**src/vmt_pkg.sv**
```systemverilog
// shared types and constants for the 4x4 vertex transform engine
package vmt_pkg;

    localparam int DIM      = 4;
    localparam int ENTRIES  = DIM * DIM;
    localparam int IDX_W    = 4;
    localparam int DW       = 32;
    localparam int PW       = 2 * DW;
    localparam int PAIR_W   = PW + 1;
    localparam int SUM_W    = PW + 2;

    localparam logic FUNC_LOAD      = 1'b0;
    localparam logic FUNC_TRANSFORM = 1'b1;

    typedef logic signed [DW-1:0]     t_word;
    typedef logic signed [PW-1:0]     t_prod_word;
    typedef logic signed [PAIR_W-1:0] t_pair_word;
    typedef logic signed [SUM_W-1:0]  t_sum_word;

    typedef t_word      t_vec  [DIM];
    typedef t_word      t_mat  [ENTRIES];
    typedef t_prod_word t_prod [DIM][DIM];
    typedef t_pair_word t_pair [DIM][DIM/2];
    typedef t_sum_word  t_sum  [DIM];

endpackage

```
**src/vmt_clip.sv**
```systemverilog
// last stage: drop fraction bits, saturate to 32 bits, output register
module vmt_clip import vmt_pkg::*; #(
    parameter int FRAC_BITS = 16
) (
    input  logic  i_clk,
    input  logic  i_rst_n,
    input  logic  i_vld,
    input  t_sum  i_sum,
    input  logic  i_stall,
    output logic  o_adv,
    output logic  o_vld,
    output t_vec  o_vec,
    output logic  o_sat
);

    localparam t_word MAX_W = {1'b0, {(DW-1){1'b1}}};
    localparam t_word MIN_W = {1'b1, {(DW-1){1'b0}}};

    logic      r_vld;
    t_vec      r_vec;
    logic      r_sat;
    t_vec      n_vec;
    logic      n_sat;
    t_sum_word shifted [DIM];
    logic      adv;

    assign adv = !r_vld || !i_stall;

    always_comb begin
        n_sat = 1'b0;
        for (int r = 0; r < DIM; r++) begin
            // arithmetic shift rounds toward minus infinity
            shifted[r] = i_sum[r] >>> FRAC_BITS;
            if (shifted[r][SUM_W-1:DW-1] == '0 || shifted[r][SUM_W-1:DW-1] == '1) begin
                n_vec[r] = shifted[r][DW-1:0];
            end else begin
                n_vec[r] = shifted[r][SUM_W-1] ? MIN_W : MAX_W;
                n_sat    = 1'b1;
            end
        end
    end

    always_ff @(posedge i_clk) begin
        if (!i_rst_n) begin
            r_vld <= 1'b0;
        end else if (adv) begin
            r_vld <= i_vld;
        end
    end

    always_ff @(posedge i_clk) begin
        if (adv && i_vld) begin
            r_vec <= n_vec;
            r_sat <= n_sat;
        end
    end

    assign o_adv = adv;
    assign o_vld = r_vld;
    assign o_vec = r_vec;
    assign o_sat = r_sat;

endmodule

```
**config.mk**
```make
export PLATFORM = sky130hd
export DESIGN_NAME = vmt_clip
export DESIGN_NICKNAME = d
export VERILOG_FILES = /design/src/vmt_pkg.sv /design/src/vmt_clip.sv
export SDC_FILE = /design/constraint.sdc
export NUM_CORES = 1
export LEC_CHECK = 0
export ABC_AREA = 1
export ABC_CLOCK_PERIOD_IN_PS = 11850
export BUFFER_PORTS_ARGS = -buffer_cell sky130_fd_sc_hd__buf_2
export CAP_MARGIN = 40
export CORE_AREA = 2 2 156 158
export CTS_CLUSTER_DIAMETER = 30
export DETAILED_ROUTE_END_ITERATION = 16
export DIE_AREA = 0 0 158 160
export REMOVE_ABC_BUFFERS = 1
export SLEW_MARGIN = 25
export SYNTH_ARGS = -nofsm -noshare
export SYNTH_HDL_FRONTEND = slang
export SYNTH_SLANG_ARGS = --single-unit
```
**constraint.sdc**
```tcl
create_clock -name i_clk -period 11.85 [get_ports i_clk]
set_input_delay 1.185 -clock i_clk [delete_from_list [all_inputs] [get_ports i_clk]]
set_output_delay 1.185 -clock i_clk [all_outputs]
set_load 0.01 [all_outputs]
```
; ---- Word level (Yosys, flattened, before mapping)
; Index checks and enable logic that the tools add are counted.
[word_totals]
regBits = 130
word_cells = 32
[classes]
eq_ne = 4
mux = 9
reduce_logical = 13
[op_table]
columns = operator, count
row1 = $mux W32, 8
row2 = $eq A35 B35 Y1 const B, 4
row3 = $logic_not A35 Y1, 4
row4 = $logic_or A1 B1 Y1, 5
row5 = $reduce_and A3 Y1, 1
row6 = $logic_not A1 Y1, 2
row7 = $logic_and A1 B1 Y1, 1
row8 = $mux W1, 1

; ---- Longest topological paths before layout
[depth]
word_depth = 3
mapped_depth = 9
depth_no_buf = 9

; ---- Worst setup path after synthesis
; No wires, ideal clock.
[synth_path]
kind = input to register
startpoint = in i_vld
endpoint = reg r_sat (netlist: o_sat) (enable)
setup_ps = 659
arrival_time_ps = 7434
required_time_ps = 11191
slack_ps = 3757
path_stages = 2
path_cell_list = inv_1 -> a21oi_1
[synth_via]
elab_chain_cells = 1
[synth_rtl]
columns = item, line_no
row1 = start: declaration, vmt_clip.sv:7  ; input logic i_vld,
row2 = $logic_and A1 B1 Y1, vmt_clip.sv:52  ; if (adv && i_vld) begin
row3 = end signal: assignment, vmt_clip.sv:54  ; r_sat <= n_sat;
row4 = end: declaration, vmt_clip.sv:21  ; logic r_sat;
; No other way between the ends.
; A chain may end at the register's enable or synchronous reset.

; ---- Worst setup path after layout
[layout_path]
startpoint = in i_stall
endpoint = out o_adv
[layout_via]
elab_chain_cells = 2
[layout_rtl]
columns = item, line_no
row1 = start: declaration, vmt_clip.sv:9  ; input logic i_stall,
row2 = $logic_not A1 Y1, vmt_clip.sv:27  ; assign adv = !r_vld || !i_stall;
row3 = $logic_or A1 B1 Y1, vmt_clip.sv:27
row4 = end: declaration, vmt_clip.sv:10  ; output logic o_adv,
; No other way between the ends.

==> reports/summary.txt <==
Status: finished, final reports clean
Instance count of the mapped netlist: 547
Worst Path Required: 10.67 ns
Fmax: 371 MHz
Count of final setup violators: 0
TritonCTS clock tree: done
Root buffer cell: clkbuf_16
Clock transition at path regs: 0.07 ns
Clk_skew: 0.0110 ns
Reg2reg start: o_vld
Avg Cell Area, Syn: 10.6 µm²
Maximum VDD drop: 71.5 µV
HP Class: reg -> reg
Most common cell in the netlist: nand2_1
NumNets Final: 1,141
Filler cells: 2,503
Tmin final: 2.70 ns
Worst Setup SP: i_stall
Synth Register Bits: 130
DR WL/cell: 13.9 µm
Via count: 4,815
Die width: 158 µm
GRT overflow: 0
CP Capture Type: output port
Setup Crit Path Kind: in -> out
N_diodes: 0
Share of cells above drive strength 1: 42.9%
Hold path startpoint: o_vld
IO Port Bufs: 334
Core footprint: 23,800 µm²
FF/Latch Area: 3890 µm²
Post-route ant nets: 0
Setup bufs post-CTS: 0
Leak: 3.67 nW
Warnings from Yosys: 0
Max Cap Viol: 0
Worst path slowest cell: buf_2
DIE HEIGHT: 160 µm
Die Area: 25,300 µm²
Xor-xnor portion of the synthesized cell area: 0%
Depth of the CTS H-tree: 4
Multiplexer area fraction after synthesis: 0%
Maximum fanout along the worst path: 2
PwrDens: 148 nW/µm²
RePlAce Congestion: 0.854
Max-Slew Margin vs Limit: 41.7%
Clock Path Buffers: 2
First-pass GRT wire length: 25.5 mm
Cells resized by post-CTS repair: 0
Total Neg Setup Slack: 0 ns
Mapped cell area: 5780 µm²
Num CTS Buffers: 17
Dpl ws: 8.92 ns
DR pass1 iterations: 4
RSZ-0062 raised after global routing: false
Complex-gate fraction of the synthesized area: 0.217%
Vias in the first global route: 4,826
Top cell by count, worst path: buf_2
Synth cell types: 18
Final worst setup slack: 9.15 ns
Hpwl dp: 12.2 mm
Design area: 8210 µm²
DP Area: 7590 µm²
Main combinational cell family by area after synthesis: simple AND/OR/NAND/NOR gates
Critical Path AT: 1.51 ns
Post-synthesis sequential area ratio: 67.4%
Worst-path cell chain: buf_2 -> nand2_1 -> buf_2
Drt drc: 0
Synth area leaders: edfxtp_1 (67%), nand2_1 (19%), buf_6 (4.7%)
Num ports: 399
Clk_lat worst skew: 0.41 ns
Largest net degree at the start of global routing: 130
Synth Area in Adders: 0%
Most common flop cell mapped by yosys: edfxtp_1
Type of origin of the critical path: primary input
Clock Sinks: 130
Largest area contributor in the netlist: edfxtp_1
GR Util All Layers: 13.2%
Row count: 57
Wirelength, routed: 16.9 mm
Post-synth top cells: nand2_1 (292), edfxtp_1 (129), nor2_1 (54)
Hold buffers post-CTS: 0
Final hold vios: 0
Fin. max-slew vios: 0
Initial Util: 24.2%
Post-synthesis simple-gate area fraction: 26.9%
Initial drt markers: 344
Area of the multi-input gates: 1580 µm²
P&R area growth vs syn: 42.2%
Drt via density: 3.98
Ratio of final minimum period to clock period: 22.8%
Post-synth top area share: 67.1%
Crit-path max cell delay: 0.13 ns
Least-Margin Pin Slew: 0.874 ns
Antenna violations before repair: 0
EDFF count, synth: 129
Async S/R FF share, synth: 0%
logic make-up (layout without fill, tap and decap cells):
family,count (synthesis),after routing
AOI/OAI and AO/OA,2,2
buffers and inverters,35,374
and+or+nand+nor,380,380
DFF,130,130
routing by layer:
| metal | track usage (%) | wire length, µm | vias up |
|---|---|---|---|
| li1 | - | - | 2436 |
| met1 | 15.3 | 6990 | 2154 |
| met2 | 23.0 | 8220 | 198 |
| met3 | 3.72 | 1250 | 27 |
| met4 | 4.83 | 414 | 0 |
| met5 | 0 | 0 | - |
cell type report:
class	count	share of cell area [%]
Timing Repair Buffer	335	20.6
Sequential cell	130	47.4
Clock inverter	15	2.36
Inverter	7	0.320
Tap cell	324	4.94
Multi-Input combinational cell	382	19.2
Clock buffer	17	5.18
where the power goes:
group | total (mW) | switching (mW) | internal (mW)
clock network | 0.556 | 0.218 | 0.338
registers | 0.544 | 0.00581 | 0.538
logic | 0.116 | 0.0659 | 0.0499
per-stage QoR:
step / power, mW / util, % / instances / hold slack [ns]
floorplan: 0.602 / - / 519 / 0.589
global placement: 0.669 / 31.9 / 1178 / 0.515
detailed placement: 0.671 / 31.9 / 1178 / 0.528
global route: 1.27 / 34.5 / 1210 / 0.561
CTS: 1.24 / 34.5 / 1210 / 0.536
finish: 1.22 / 34.5 / 1210 / 0.531
layout by cell type, fill, tap and decap left out, types with 4 or more instances in the layout:
master and n:
nand2_1 292, or2_1 8, clkbuf_16 17, nor2_1 54, nand4_1 8, inv_6 5
edfxtp_1 129, buf_2 334, nand3b_2 4, nand3_1 5, inv_1 7
flip-flops by register name, indices dropped and copies added, names as in the netlist:
signal	count
o_vec	128
o_sat	1
o_vld	1
worst max-delay path, delay by kind of cell:
family / cells / cell delay, ns
buf+inv: 2 / 0.25
simple gates: 1 / 0.07
final timing paths:
kind,cells after the start,to,slack (ns)
setup / recovery,3,o_adv,9.15
hold / removal,2,o_vld,0.53
setup reg to reg,2,o_vec[102],10.26
hold reg to reg,2,o_vld,0.53
(Power assumes the default switching activity.)
