===== config.mk =====
export PLATFORM = sky130hd
export DESIGN_NAME = vmt_matrix
export DESIGN_NICKNAME = d
export VERILOG_FILES = /design/src/vmt_pkg.sv /design/src/vmt_matrix.sv
export SDC_FILE = /design/constraint.sdc
export NUM_CORES = 1
export LEC_CHECK = 0
export ABC_CLOCK_PERIOD_IN_PS = 2690
export BUFFER_PORTS_ARGS = -buffer_cell sky130_fd_sc_hd__clkbuf_2
export CORE_MARGIN = 4
export CORE_UTILIZATION = 40
export CTS_CLUSTER_DIAMETER = 80
export CTS_CLUSTER_SIZE = 28
export DETAILED_ROUTE_END_ITERATION = 8
export GPL_TIMING_DRIVEN = 0
export PLACE_DENSITY = 0.66
export SLEW_MARGIN = 20
export SYNTH_ARGS = -nofsm -noshare
export SYNTH_HDL_FRONTEND = slang
export SYNTH_SLANG_ARGS = --single-unit
export TNS_END_PERCENT = 30

===== constraint.sdc =====
create_clock -name i_clk -period 2.69 [get_ports i_clk]
set_input_delay 0.269 -clock i_clk [delete_from_list [all_inputs] [get_ports i_clk]]
set_output_delay 0.269 -clock i_clk [all_outputs]
set_load 0.05 [all_outputs]

===== src/vmt_pkg.sv =====
// shared types and constants for the 4x4 vertex transform engine
package vmt_pkg;

    localparam int DIM      = 4;
    localparam int ENTRIES  = DIM * DIM;
    localparam int IDX_W    = 4;
    localparam int DW       = 32;
    localparam int PW       = 2 * DW;
    localparam int PAIR_W   = PW + 1;
    localparam int SUM_W    = PW + 2;

    localparam logic FUNC_LOAD      = 1'b0;
    localparam logic FUNC_TRANSFORM = 1'b1;

    typedef logic signed [DW-1:0]     t_word;
    typedef logic signed [PW-1:0]     t_prod_word;
    typedef logic signed [PAIR_W-1:0] t_pair_word;
    typedef logic signed [SUM_W-1:0]  t_sum_word;

    typedef t_word      t_vec  [DIM];
    typedef t_word      t_mat  [ENTRIES];
    typedef t_prod_word t_prod [DIM][DIM];
    typedef t_pair_word t_pair [DIM][DIM/2];
    typedef t_sum_word  t_sum  [DIM];

endpackage


===== src/vmt_matrix.sv =====
// matrix entry registers, column-major, reset to identity
module vmt_matrix import vmt_pkg::*; #(
    parameter int FRAC_BITS = 16
) (
    input  logic             i_clk,
    input  logic             i_rst_n,
    input  logic             i_we,
    input  logic [IDX_W-1:0] i_idx,
    input  t_word            i_data,
    output t_mat             o_mat
);

    localparam t_word ONE = t_word'(1) <<< FRAC_BITS;

    t_mat r_mat;

    always_ff @(posedge i_clk) begin
        if (!i_rst_n) begin
            for (int i = 0; i < ENTRIES; i++) begin
                r_mat[i] <= (i % (DIM + 1) == 0) ? ONE : '0;
            end
        end else if (i_we) begin
            r_mat[i_idx] <= i_data;
        end
    end

    assign o_mat = r_mat;

endmodule


# [Word-level counts from Yosys, hierarchy flattened]
# Cells that the tools add are included.
[word_totals] ramBits=0 latch_bits=0 out_inout_bits=512 mem_count=0 wordCells=23 mem_bits_ro=0 inputBits=39 ff_bits=512
[op_classes] order_cmp=2 n_mul=0 n_div=0 bitwise=1 eq_ne=0 shifts=0 n_reduce_logical=1 n_addsub=0 muxes=3
[ops] cell="bitwise mux 512 bit" n=1
[ops] cell="demux 32 bit (select 4 bit)" n=1
[ops] cell="2-to-1 mux 32 bit" n=1
[ops] cell=">= comparator 5 bit (second input constant)" n=1
[ops] cell="< comparator 5 x 1 -> 1 bit (second input constant)" n=1
[ops] cell="NOT 4 -> 5 bit" n=1
[ops] cell="logical AND 1 bit" n=1

# [Longest topological paths before layout]
# Gate-level depths: netlist of run 1.
[depth] ltp_word=6 depth_mapped=6 ltp_nobuf=3

# [Worst setup path before layout of run 1]
# No wires, ideal clock.
[synth_timing] path_type="input port to flip-flop" start="input i_idx[3]" end="register r_mat (netlist bit o_mat[432])" n_path_buf=2 arrival_ns=1.329 required_ns=2.558 path_slack_ns=1.229 setup_time_ns=0.132 cell_stages=5 path_cell_list="or3b_1 -> or2_1 -> buf_2 -> buf_6 -> mux2i_1"
[synth_between] elab_chain_cells=6 elab_cells_between_ends=7 cone_classes="order compare (2); mux (3); bitwise (1); reduce/logical (1)"
[synth_lines] item="start, declared" line_no="vmt_matrix.sv:8" text="input logic [IDX_W-1:0] i_idx,"
[synth_lines] item="NOT 4 -> 5 bit (not written as such) *" line_no="vmt_matrix.sv:23" text="r_mat[i_idx] <= i_data;"
[synth_lines] item=">= comparator 5 bit (not written as such) or < comparator 5 x 1 -> 1 bit (tied branches)" line_no="vmt_matrix.sv:23"
[synth_lines] item="logical AND 1 bit (not written as such)" line_no="vmt_matrix.sv:23"
[synth_lines] item="2-to-1 mux 32 bit (not written as such)" line_no="vmt_matrix.sv:23"
[synth_lines] item="demux 32 bit (select 4 bit) *" line_no="vmt_matrix.sv:23"
[synth_lines] item="bitwise mux 512 bit *" line_no="vmt_matrix.sv:23"
[synth_lines] item="end signal, assigned by index" line_no="vmt_matrix.sv:20" text="r_mat[i] <= (i % (DIM + 1) == 0) ? ONE : '0;"
[synth_lines] item="end signal, assigned by index" line_no="vmt_matrix.sv:23"
[synth_lines] item="end, declared" line_no="vmt_matrix.sv:15" text="t_mat r_mat;"
# Mark *: on every way between the ends. The rest lies on a longest branch, timed or not.
# A chain may end at the register's enable or synchronous reset.

# [Worst setup path in the final report of run 1]
[layout_timing] start="register r_mat (netlist bit o_mat[500])" end="output o_mat[500] (netlist bit)"
[layout_rtl] item="end, declared" line_no="vmt_matrix.sv:10" text="output t_mat o_mat"
# No word-level cell between the ends.

==> impl_metrics.json, run 1 <==
{
  "crit_required_ps": 2420,
  "finalSetupTns_ps": 0,
  "io_buffers": 549,
  "p_per_area_mw_per_mm2": 619,
  "slew_headroom_pct": 37.9,
  "maxSlewViolCount": 0,
  "largest_reg_flops": 512,
  "finalNonFillerCells": 2935,
  "post-place-ws_ps": 488,
  "cts_root_buffer": "clkbuf_16",
  "hold_buffers": 0,
  "insertion_delay_ps": 590,
  "p_total_uw": 14100,
  "clock-skew-final_ps": 0,
  "drc": 0,
  "rsz0062_at_grt": "false",
  "post_drt_wl_per_cell_um": 21.8,
  "endpoint_kind": "output pin",
  "leakagePower_uw": 0.0106,
  "ctsResizeCount": 0,
  "synthesis.nets": 1783,
  "cts_max_path_buffers": 3,
  "crit_path_cell_trace": "clkbuf_2",
  "syn_area_mm2": 0.0182,
  "path_clk_slew_ps": 110,
  "cts_buffers": 29,
  "stdcell_area_mm2": 0.0228,
  "hold_path.class": "in2reg",
  "cts_tree": "done",
  "synthCells": 1744,
  "busiest_layer": "met2",
  "row_count": 77,
  "ir_drop_mv": 0.434,
  "start_kind": "register",
  "hold_viol": 0,
  "ys_seq_elements": 512,
  "routed_wl_um": 64000,
  "grt_max_degree": 29,
  "avgSynthCellArea_um2": 10.5,
  "status": "completed",
  "chipWidth_um": 221,
  "place.gp.congestion": 0.866,
  "dieArea_mm2": 0.0491,
  "crit_arrival_ps": 1350,
  "placedCellCount": 2885,
  "n_antenna_cell": 0,
  "cap_viol_max_count": 0,
  "die_height_um": 221,
  "place.detailed.hpwl_um": 49500,
  "regToRegStartpoint": "o_mat[438]$_SDFFE_PN0P_",
  "cts_setup_buffers": 0,
  "drtPass1Iterations": 5,
  "grt_antenna_before_repair": 0,
  "crit_type": "reg2out",
  "ioPinCount": 551,
  "grt_pass1_wl_um": 95000,
  "core_area_mm2": 0.0446,
  "synth_cell_types": 23,
  "ant_nets": 0,
  "placed_area_mm2": 0.0217,
  "max_freq_mhz": 619,
  "grt_usage_pct": 24.7,
  "slowest_delay_ps": 430,
  "crit_fanout": 2,
  "met1_usage_pct": 31.6,
  "grt_remaining_overflow": 0,
  "crit_family": "flip-flops",
  "cts_sinks": 512,
  "grt_util_met3_pct": 6.10,
  "use_met2_pct": 41.3,
  "drt_iter0_drc": 843,
  "fin_ws_ps": 1080,
  "drive_above_1_share_pct": 27.8,
  "crit_path_top_delay_cell": "dfxtp_1",
  "worstMarginPinSlew_ps": 931,
  "nets": 2363,
  "htreeDepth": 1,
  "finalSetupViolCount": 0,
  "yosys_warnings": 0,
  "grt_pass1_vias": 14700,
  "finalCritPeriodShare_pct": 60.0,
  "vias": 14700,
  "min_from": "i_data[16]",
  "cp.buffers_inverters": 1,
  "worstSetupStartpoint": "o_mat[500]$_SDFFE_PN0P_",
  "post-route-min-period_ps": 1610,
  "viasPerCell": 5.00,
  "area_delta_synth_final_pct": 24.8,
  "initial_utilization_pct": 40.9,
  "synth_seq_area_share_pct": 56.2
}
-- synth_stat cells --
master    number  area (µm²)
dfxtp_1      512       10200
o211ai_1       2        15.0
nand3_1        2        10.0
nor2_2         1        6.26
o311ai_0       2        17.5
buf_6          6        67.6
nor3b_1        1        7.51
nand2b_1       2        12.5
nor2_1         9        33.8
buf_4          6        45.0
nand3b_1       2        15.0
or2_2          1        6.26
nand2_1      542        2030
clkbuf_1      96         360
inv_1          2        7.51
buf_2         39         195
buf_1          1        3.75
or3b_1         1        8.76
mux2i_1      508        5080
o21ai_0        3        15.0
or3_1          3        18.8
or2_1          2        12.5
nor3_1         1        5.00
-- layout make-up --
class | count | area, µm²
fill | 4106 | 21800
clock buffer | 31 | 753
sequential | 512 | 10200
tap | 592 | 741
timing repair buffer | 549 | 2750
multi-input combinational | 1082 | 7300
inverter | 2 | 7.51
clock inverter | 19 | 287
buffer | 148 | 672
-- per-layer routing --
layer / part of all wire, % / vias up
met4: 4.0 / 0
met2: 46 / 496
met5: 0 / -
met1: 43 / 7158
li1: - / 6886
met3: 6.9 / 123
-- layout by cell type, fill, tap and decap left out, drive strengths merged, types with 6 or more instances in the layout --
cell type,Yosys,layout
buf,52,52
clkinv,0,6
mux2i,508,508
nand2,542,542
inv,2,14
dfxtp,512,512
clkbuf,96,676
nor2,10,10
-- report_power, final --
group,total (µW),leakage [µW],switching (µW),internal [µW]
logic,1120,0.00597,892,230
registers,7730,0.00413,57.7,7680
clock network,5220,0.000505,2920,2310
total,14100,0.0106,3870,10200
-- kinds of logic (layout without fill, tap and decap cells) --
group | count (synthesis) | in the layout | synth area share [%]
buffers and inverters | 150 | 749 | 3.73
muxes | 508 | 508 | 27.9
DFF | 512 | 512 | 56.2
AOI/OAI and AO/OA | 7 | 7 | 0.261
and+or+nand+nor | 567 | 567 | 11.9
-- stage by stage --
stage	utilization, %	hold WS, ps
2_1_floorplan	-	431
3_3_place_gp	48.7	441
3_5_place_dp	48.7	446
4_1_cts	51.0	46.3
5_1_grt	51.0	67.7
6_report	51.0	82.1
-- worst paths after layout --
path                              to  slack [ps]  cells past startpoint
min reg2reg   o_mat[17]$_SDFFE_PN0P_         460                      2
min          o_mat[496]$_SDFFE_PN1P_          80                      3
max                       o_mat[500]        1080                      1
max reg2reg  o_mat[438]$_SDFFE_PN0P_        1990                      2
Note: power is estimated with default switching activity, not from simulation.
==> run 2: changes to the inputs <==
Settings changed: ABC_CLOCK_PERIOD_IN_PS 2690 to 1350, PLACE_DENSITY 0.66 to 0.68.
Clock period 2.69 ns to 1.35 ns, I/O delays scaled along.
==> run 2 against run 1 <==
  * Combinational power rose by 120%
  * Die area did not move
  * First-iteration DRC count rose by 21%
  * Non-clock buffer count rose by 18
  * Critical path depth rose by 3
  * Via count rose by 1.8%
  * Clock power rose by 100%
  * Flip-flop and latch count did not move
  * Sequential power rose by 99%
  * Sequential share of layout area fell by 4.3 points
  * Setup slack got worse by 1100 ps
  * Largest cell class unchanged
==> impl_metrics.json, run 2 (same netlist as run 1, synthesis figures left out) <==
{
  "grt_pass1_wl_um": 97900,
  "finalNonFillerCells": 2954,
  "initial_utilization_pct": 40.9,
  "cts_root_buffer": "clkbuf_16",
  "combPwrFrac_pct": 8.7,
  "crit_type": "in2reg",
  "ant_nets": 0,
  "multi_input_area_mm2": 0.00732,
  "crit_path_top_delay_cell": "clkbuf_1",
  "vias": 14900,
  "crit_arrival_ps": 1840,
  "max_freq_mhz": 753,
  "cts_setup_buffers": 0,
  "viasPerCell": 5.05,
  "core_area_mm2": 0.0446,
  "grt_max_degree": 29,
  "finalCritPeriodShare_pct": 98.4,
  "cts_max_path_buffers": 3,
  "crit_fanout": 10,
  "fill_cells": 3772,
  "place.detailed.hpwl_um": 49700,
  "finish.utilization_pct": 56.6,
  "p_int_uw": 20600,
  "p_per_area_mw_per_mm2": 1120,
  "nets": 2381,
  "row_count": 77,
  "dieArea_mm2": 0.0491,
  "largest_reg_flops": 512,
  "cts_buffers": 29,
  "whs_ps": 18.5,
  "seqPwrFrac_pct": 54.3,
  "ioPinCount": 551,
  "cp.buffers_inverters": 2,
  "drc": 0,
  "ir_drop_mv": 0.979,
  "worstMarginPinSlew_ps": 822,
  "n_antenna_cell": 0,
  "maxSlewViolCount": 0,
  "seq_area_mm2": 0.0103,
  "clock_power_share_pct": 37.0,
  "io_buffers": 549,
  "chipWidth_um": 221,
  "cap_viol_max_count": 0,
  "leakagePower_uw": 0.0113,
  "die_height_um": 221,
  "endpoint_kind": "register",
  "hold_viol": 0,
  "place.gp.congestion": 0.878,
  "path_common_cell": "clkbuf_1",
  "cts_tree": "done",
  "grt_usage_pct": 25.5,
  "placedCellCount": 2885,
  "crit_family": "buffers and inverters",
  "post-route-min-period_ps": 1330,
  "crit_required_ps": 1870,
  "drt_iter0_drc": 1018,
  "start_kind": "input port",
  "area_delta_synth_final_pct": 38.6,
  "post_drt_wl_per_cell_um": 22.4,
  "final_common_cell": "nand2_1",
  "crit_path_cell_trace": "clkbuf_1 > nand2_1 > clkbuf_1 > mux2i_1",
  "insertion_delay_ps": 590,
  "slew_headroom_pct": 45.2,
  "clock-skew-final_ps": 0,
  "htreeDepth": 1,
  "drtPass1Iterations": 5,
  "finalSetupViolCount": 0,
  "grt_remaining_overflow": 0,
  "cts_sinks": 512,
  "power_switching_uw": 7750,
  "path_clk_slew_ps": 110,
  "grt_antenna_before_repair": 0,
  "rsz0062_at_grt": "true",
  "drive_above_1_share_pct": 30.3,
  "grt_pass1_vias": 15200,
  "hold_path.class": "in2reg",
  "swShare_pct": 27.3,
  "routed_wl_um": 66300,
  "layout_common_cells": "nand2_1, mux2i_1, dfxtp_1",
  "status": "completed",
  "slowest_delay_ps": 530
}
==> run 2: changes by cell type in the layout (fill, tap and decap cells not counted), moves of 19 or more <==
cell / before / now
buf_6: 6 / 31
clkbuf_2: 549 / 53
dfxtp_1: 512 / 473
dfxtp_2: 0 / 39
dlygate4sd3_1: 0 / 19
buf_4: 6 / 232
clkbuf_4: 0 / 128
clkbuf_8: 2 / 132
==> run 2: final timing paths <==
check / endpoint / cells after the start / slack [ps] / from
worst max-delay path: o_mat[342]$_SDFFE_PN0P_ / 4 / 20 / i_rst_n
worst min-delay path: o_mat[259]$_SDFFE_PN0P_ / 3 / 20 / i_data[3]
worst max register to register: o_mat[336]$_SDFFE_PN1P_ / 2 / 640 / o_mat[336]$_SDFFE_PN1P_
worst min register to register: o_mat[134]$_SDFFE_PN0P_ / 2 / 460 / o_mat[134]$_SDFFE_PN0P_
==> run 2: tightest hold or removal path: cells and delay by family <==
| family | cells | cell delay (ps) |
|---|---|---|
| mux | 1 | 120 |
| simple gates | 1 | 240 |
| buf+inv | 1 | 80 |
==> run 2: stage by stage <==
stage               TNS [ps]  instance area [µm²]  total power, µW  setup WS (ps)
detailed placement   -267790                21700            18000           -771
global route           -22.0                25300            29300          -7.04
global placement     -251860                21700            18000           -734
CTS                        0                25100            28500       0.000333
finish                     0                25300            28400           21.5
floorplan                  0                18200            17200           22.7
==> run 2: repair_timing <==
item	CTS	global route
resized for setup	658	341
gates cloned	0	0
pin swaps	0	0
setup endpoints to repair	571	449
hold buffers	19	0
hold endpoints to repair	64	0
==> run 2: layout make-up <==
type | instances | area share, %
Sequential cell | 512 | 40.8
Multi-Input combinational cell | 1082 | 29.0
Timing Repair Buffer | 568 | 20.4
Tap cell | 592 | 2.93
Clock buffer | 29 | 2.87
Buffer | 147 | 2.73
Clock inverter | 22 | 1.28
Inverter | 2 | 0.0297
==> run 2: per-layer routing <==
metal / up-vias / routed length [µm] / track usage (%)
li1: 6903 / - / -
met1: 7355 / 27900 / 32.6
met2: 569 / 31800 / 43.9
met3: 102 / 4750 / 5.59
met4: 0 / 1910 / 6.60
met5: - / 0 / 0
==> run 2: power by group through the flow <==
| stage | Clock (µW) | Combinational (µW) | Sequential, µW |
|---|---|---|---|
| 6_report | 10500 | 2480 | 15400 |
| 4_1_cts | 10700 | 2460 | 15400 |
| 3_3_place_gp | 0 | 2240 | 15700 |
| 3_5_place_dp | 0 | 2260 | 15800 |
| 2_1_floorplan | 0 | 775 | 16400 |
| 5_1_grt | 11200 | 2590 | 15400 |
